===== config.mk =====
export PLATFORM = sky130hd
export DESIGN_NAME = rmsl_cell
export DESIGN_NICKNAME = d
export VERILOG_FILES = /design/src/sv/rmsl_pkg.sv /design/src/sv/rmsl_cell.sv
export SDC_FILE = /design/constraint.sdc
export NUM_CORES = 1
export LEC_CHECK = 0
export BUFFER_PORTS_ARGS = -buffer_cell sky130_fd_sc_hd__buf_4
export CAP_MARGIN = 0
export CELL_PAD_IN_SITES_DETAIL_PLACEMENT = 2
export CELL_PAD_IN_SITES_GLOBAL_PLACEMENT = 2
export CORE_MARGIN = 4
export CORE_UTILIZATION = 27
export CTS_BUF_LIST = sky130_fd_sc_hd__clkbuf_4
export CTS_CLUSTER_DIAMETER = 100
export DETAILED_ROUTE_END_ITERATION = 12
export PLACE_DENSITY_LB_ADDON = 0.2
export SLEW_MARGIN = 5
export SYNTH_ARGS = -nofsm -noshare
export SYNTH_HDL_FRONTEND = slang
export SYNTH_SLANG_ARGS = --single-unit

===== constraint.sdc =====
create_clock -name clk -period 3.6 [get_ports clk]
set_input_delay 0 -clock clk [delete_from_list [all_inputs] [get_ports clk]]
set_output_delay 0 -clock clk [all_outputs]
set_load 0.1 [all_outputs]

===== src/sv/rmsl_pkg.sv =====
// Shared types and constants for the read-mark sorted list unit.
// Used by rmsl_cell and read_mark_sorted_list_unit; depends on nothing else.
package rmsl_pkg;

	localparam int STAMP_W = 31;
	localparam int CMD_W   = 2;
	localparam int COUNT_W = 7;

	typedef enum logic [CMD_W-1:0] {
		CMD_QUERY   = 2'd0,
		CMD_MARK    = 2'd1,
		CMD_CLEAR   = 2'd2,
		CMD_RESTART = 2'd3
	} cmd_t;

	typedef enum logic {
		ST_IDLE,
		ST_APPLY
	} state_t;

	typedef struct packed {
		logic cap;
		logic ins;
		logic cut;
		logic rst;
	} rmsl_ctl_t;

endpackage


===== src/sv/rmsl_cell.sv =====
// One cell of the sorted list: holds a single entry and its valid bit.
// Compares against the incoming stamp and shifts or truncates with its left neighbor.
// Depends on rmsl_pkg.
module rmsl_cell #(
	parameter bit IS_HEAD = 1'b0
) (
	input  logic                         clk,
	input  logic                         arst_n,
	input  rmsl_pkg::rmsl_ctl_t          ctl,
	input  logic [rmsl_pkg::STAMP_W-1:0] cmp_stamp,
	input  logic [rmsl_pkg::STAMP_W-1:0] wr_stamp,
	input  logic [rmsl_pkg::STAMP_W-1:0] left_entry,
	input  logic                         left_valid,
	input  logic                         left_gt,
	output logic                         gt,
	output logic                         eq,
	output logic                         lt,
	output logic [rmsl_pkg::STAMP_W-1:0] entry,
	output logic                         valid
);
	import rmsl_pkg::*;

	logic [STAMP_W-1:0] entry_q;
	logic               valid_q;
	logic               gt_s1;
	logic               eq_s1;
	logic               lt_s1;
	logic               at_pos;
	logic               below;

	assign at_pos = !gt_s1 && left_gt;
	assign below  = !gt_s1 && !left_gt;

	always_ff @(posedge clk or negedge arst_n) begin
		if (!arst_n) begin
			gt_s1 <= 1'b0;
			eq_s1 <= 1'b0;
			lt_s1 <= 1'b0;
		end else if (ctl.cap) begin
			gt_s1 <= valid_q && (entry_q > cmp_stamp);
			eq_s1 <= valid_q && (entry_q == cmp_stamp);
			lt_s1 <= valid_q && (entry_q < cmp_stamp);
		end
	end

	always_ff @(posedge clk or negedge arst_n) begin
		if (!arst_n) begin
			entry_q <= STAMP_W'(IS_HEAD);
			valid_q <= IS_HEAD;
		end else if (ctl.rst) begin
			entry_q <= IS_HEAD ? STAMP_W'(1) : entry_q;
			valid_q <= IS_HEAD;
		end else if (ctl.ins) begin
			if (at_pos) begin
				entry_q <= wr_stamp;
				valid_q <= 1'b1;
			end else if (below) begin
				entry_q <= left_entry;
				valid_q <= left_valid;
			end
		end else if (ctl.cut) begin
			if (at_pos) begin
				entry_q <= wr_stamp;
			end else if (below) begin
				valid_q <= 1'b0;
			end
		end
	end

	assign gt    = gt_s1;
	assign eq    = eq_s1;
	assign lt    = lt_s1;
	assign entry = entry_q;
	assign valid = valid_q;

endmodule


==> impl_metrics.yaml <==
global_route:
  grt_use_total_pct: 19.75
  grt_max_degree: 36
  grt_pass1_wl_um: 17280
  grt_overflow: 0
  antenna_found_initial: 0
  grt_pass1_vias: 3263
clock_network:
  cts.sinks: 35
  htree_levels: 2
  clk_latency_ns: 0.35
  cts_root_buffer: "clkbuf_4"
  ctsResizeCount: 0
  cts_buffers: 5
  clkSlewWorstSetupHoldPaths_ns: 0.12
  cts.path.max_buffers: 2
  cts_tree: "yes"
logic_synthesis:
  postSynthAreaPerCell_um2: 9.332
  ys_types: 34
  synth_area_mm2: 0.002464
  synth_cells: 264
  ys_warn_count: 0
  ys.flop_type: "dfrtp_1"
  syn_nets: 396
  synthArstFlopShare_pct: 100.0
  ys_seq_elements: 35
  synth-seq-area-share_pct: 35.55
  synth_edf_count: 0
min_path:
  hold_path_end: "entry[15]"
  hold_start: "left_entry[15]"
  hp-class: "in2reg"
  min_path_cells: 3
routing:
  drc_errors: 0
  via_count: 2729
  totalWireLength_um: 10140
  detail-route-antenna-nets: 0
  viasPerCell: 4.788
  dr.pass1.iters: 4
  wl_per_cell_um: 17.78
  drt_iter0_markers: 43
floorplan:
  core_mm2: 0.008806
  ios: 136
  rows: 34
  start_util_pct: 27.98
  die_y_um: 103.5
  die_x_um: 103.5
  fp.dieArea_mm2: 0.01072
cells_and_area:
  post-route-cell-area_mm2: 0.004267
  final_cells: 570
  n_fill_cell: 968
  final_nets: 595
  final_cell_mix: "138 x buf_4, 64 x dlygate4sd3_1, 44 x a21oi_1"
  final_core_util_pct: 48.45
  antenna_cells: 0
  area_growth_pct: 73.18
  layout-drive-gt1-share_pct: 32.68
  final_common_cell: "buf_4"
sta:
  setup_tns_ns: 0
  setup_viol: 0
  worstMarginPinSlew_ns: 0.8524
  rsz0062_at_grt: "no"
  maxSlewViolCount: 0
  worst_slew_margin_rel_pct: 42.96
  finalCritPeriodShare_pct: 74.99
  setup_ws_ns: 0.9004
  hold_violations: 0
  finalClockSkew_ns: 0.01129
  fin_crit_ns: 2.700
  max_freq_mhz: 370.4
power:
  ir_worst_vdd_v: 0.0002443
  p_leak_nw: 2.231
  power.density_mw_per_mm2: 492.7
placement:
  numPortBuffers: 135
  hpwl_um: 7016
  pre_cts_slack_ns: 1.485
  dp.cells: 500
  postPlaceCellArea_mm2: 0.003581
  gp_congestion: 0.6820
setup_path:
  rr_worst_depth: 5
  r2r-end: "entry[18]"
  end_kind: "flop"
  max_stage_delay_ns: 0.73
  reg2reg_from: "gt"
  critPathRequiredTime_ns: 3.83
  path_cells: "o21ai_4, buf_4, mux2i_1, dlygate4sd3_1, a21oi_1"
  start_kind: "flop"
  worstSetupPathType: "reg2reg"
  cpMaxStageDelayCell: "o21ai_4"
  cp_max_fo: 18
  worstPathArrival_ns: 2.93
  ff2ff_setup_slack_ns: 0.90
outcome:
  status: "completed"
job:
  max_cap_violations: 0
timing repair:
action / 4_1_cts / 5_1_grt
hold buffers: 63 / 1
hold endpoints to repair: 68 / 1
buffers inserted: 0 / 0
setup endpoints to repair: 0 / 0
worst max-delay path by stage:
stage	startpoint	endpoint	slack (ns)	cells past startpoint
final	gt	entry[18]	0.90	5
after CTS	gt	entry[20]	0.95	5
after floorplan	entry[2]	gt	1.26	6
after detailed placement	gt	entry[20]	1.48	4
after global placement	gt	entry[18]	1.59	4
after global routing	gt	entry[18]	0.73	5
registers in the layout, indices dropped and copies added, names as in the netlist:
signal and flops:
entry 31, eq 1, gt 1, lt 1
valid 1
layout make-up:
type	instances	area (um2)	share of cell area [%]
multi-input combinational	184	1403	32.87
tap	108	135.1	3.167
clock buffer	6	45.04	1.056
inverter	35	131.4	3.079
sequential	35	875.8	20.53
timing repair buffer	202	1677	39.30
critical path: cells and delay by family, from the launching register on:
kind	cells	cell delay, ns
DFF	1	0.51
buffers and inverters	2	0.99
muxes	1	0.26
AOI/OAI and AO/OA	2	0.79
cell usage after synthesis (all sizes together) (2+ instances only):
| cell | number | area, um2 |
|---|---|---|
| a21o | 4 | 30.03 |
| a21oi | 45 | 229.0 |
| buf | 3 | 33.78 |
| clkbuf | 7 | 27.52 |
| dfrtp | 35 | 875.8 |
| ha | 31 | 387.9 |
| inv | 35 | 131.4 |
| mux2i | 32 | 320.3 |
| nand2 | 7 | 26.28 |
| nand3 | 5 | 25.02 |
| nand4 | 7 | 58.81 |
| nor2 | 33 | 123.9 |
| nor3 | 2 | 21.27 |
| nor4 | 2 | 27.53 |
| o21ai | 3 | 18.77 |
metrics by stage:
step	total power, mW	hold WS, ns
after detailed placement	1.815	0.01082
after floorplan	1.461	-0.2956
after global placement	1.782	0.003706
final	2.102	0.03615
after global routing	2.235	0.05818
after CTS	2.113	0.01678
cells by family (layout without fill, tap and decap cells):
kind of cell / count (synthesis) / in the layout / share of synthesized area (%)
adders and majority gates: 31 / 31 / 15.74
muxes: 32 / 32 / 13.00
AOI/OAI and AO/OA: 63 / 63 / 15.74
DFF: 35 / 35 / 35.55
buffers and inverters: 45 / 243 / 7.821
and+or+nand+nor: 58 / 58 / 12.14
routing by layer:
layer  track usage [%]  part of all wire, %  wire, um  vias up
li1                  -                    -         -     1319
met1             21.51                   38      3877     1321
met2             38.08                   55      5565       78
met3             4.975                  5.3       541       11
met4             4.653                  1.5       150        0
met5                 0                    0         0        -
power breakdown:
group / internal, mW / switching (mW) / total (mW)
clock: 0.0772 / 0.142 / 0.220
sequential: 0.475 / 0.0808 / 0.556
combinational: 0.402 / 0.925 / 1.33
total: 0.954 / 1.15 / 2.10
Note: power is estimated with default switching activity, not from simulation.
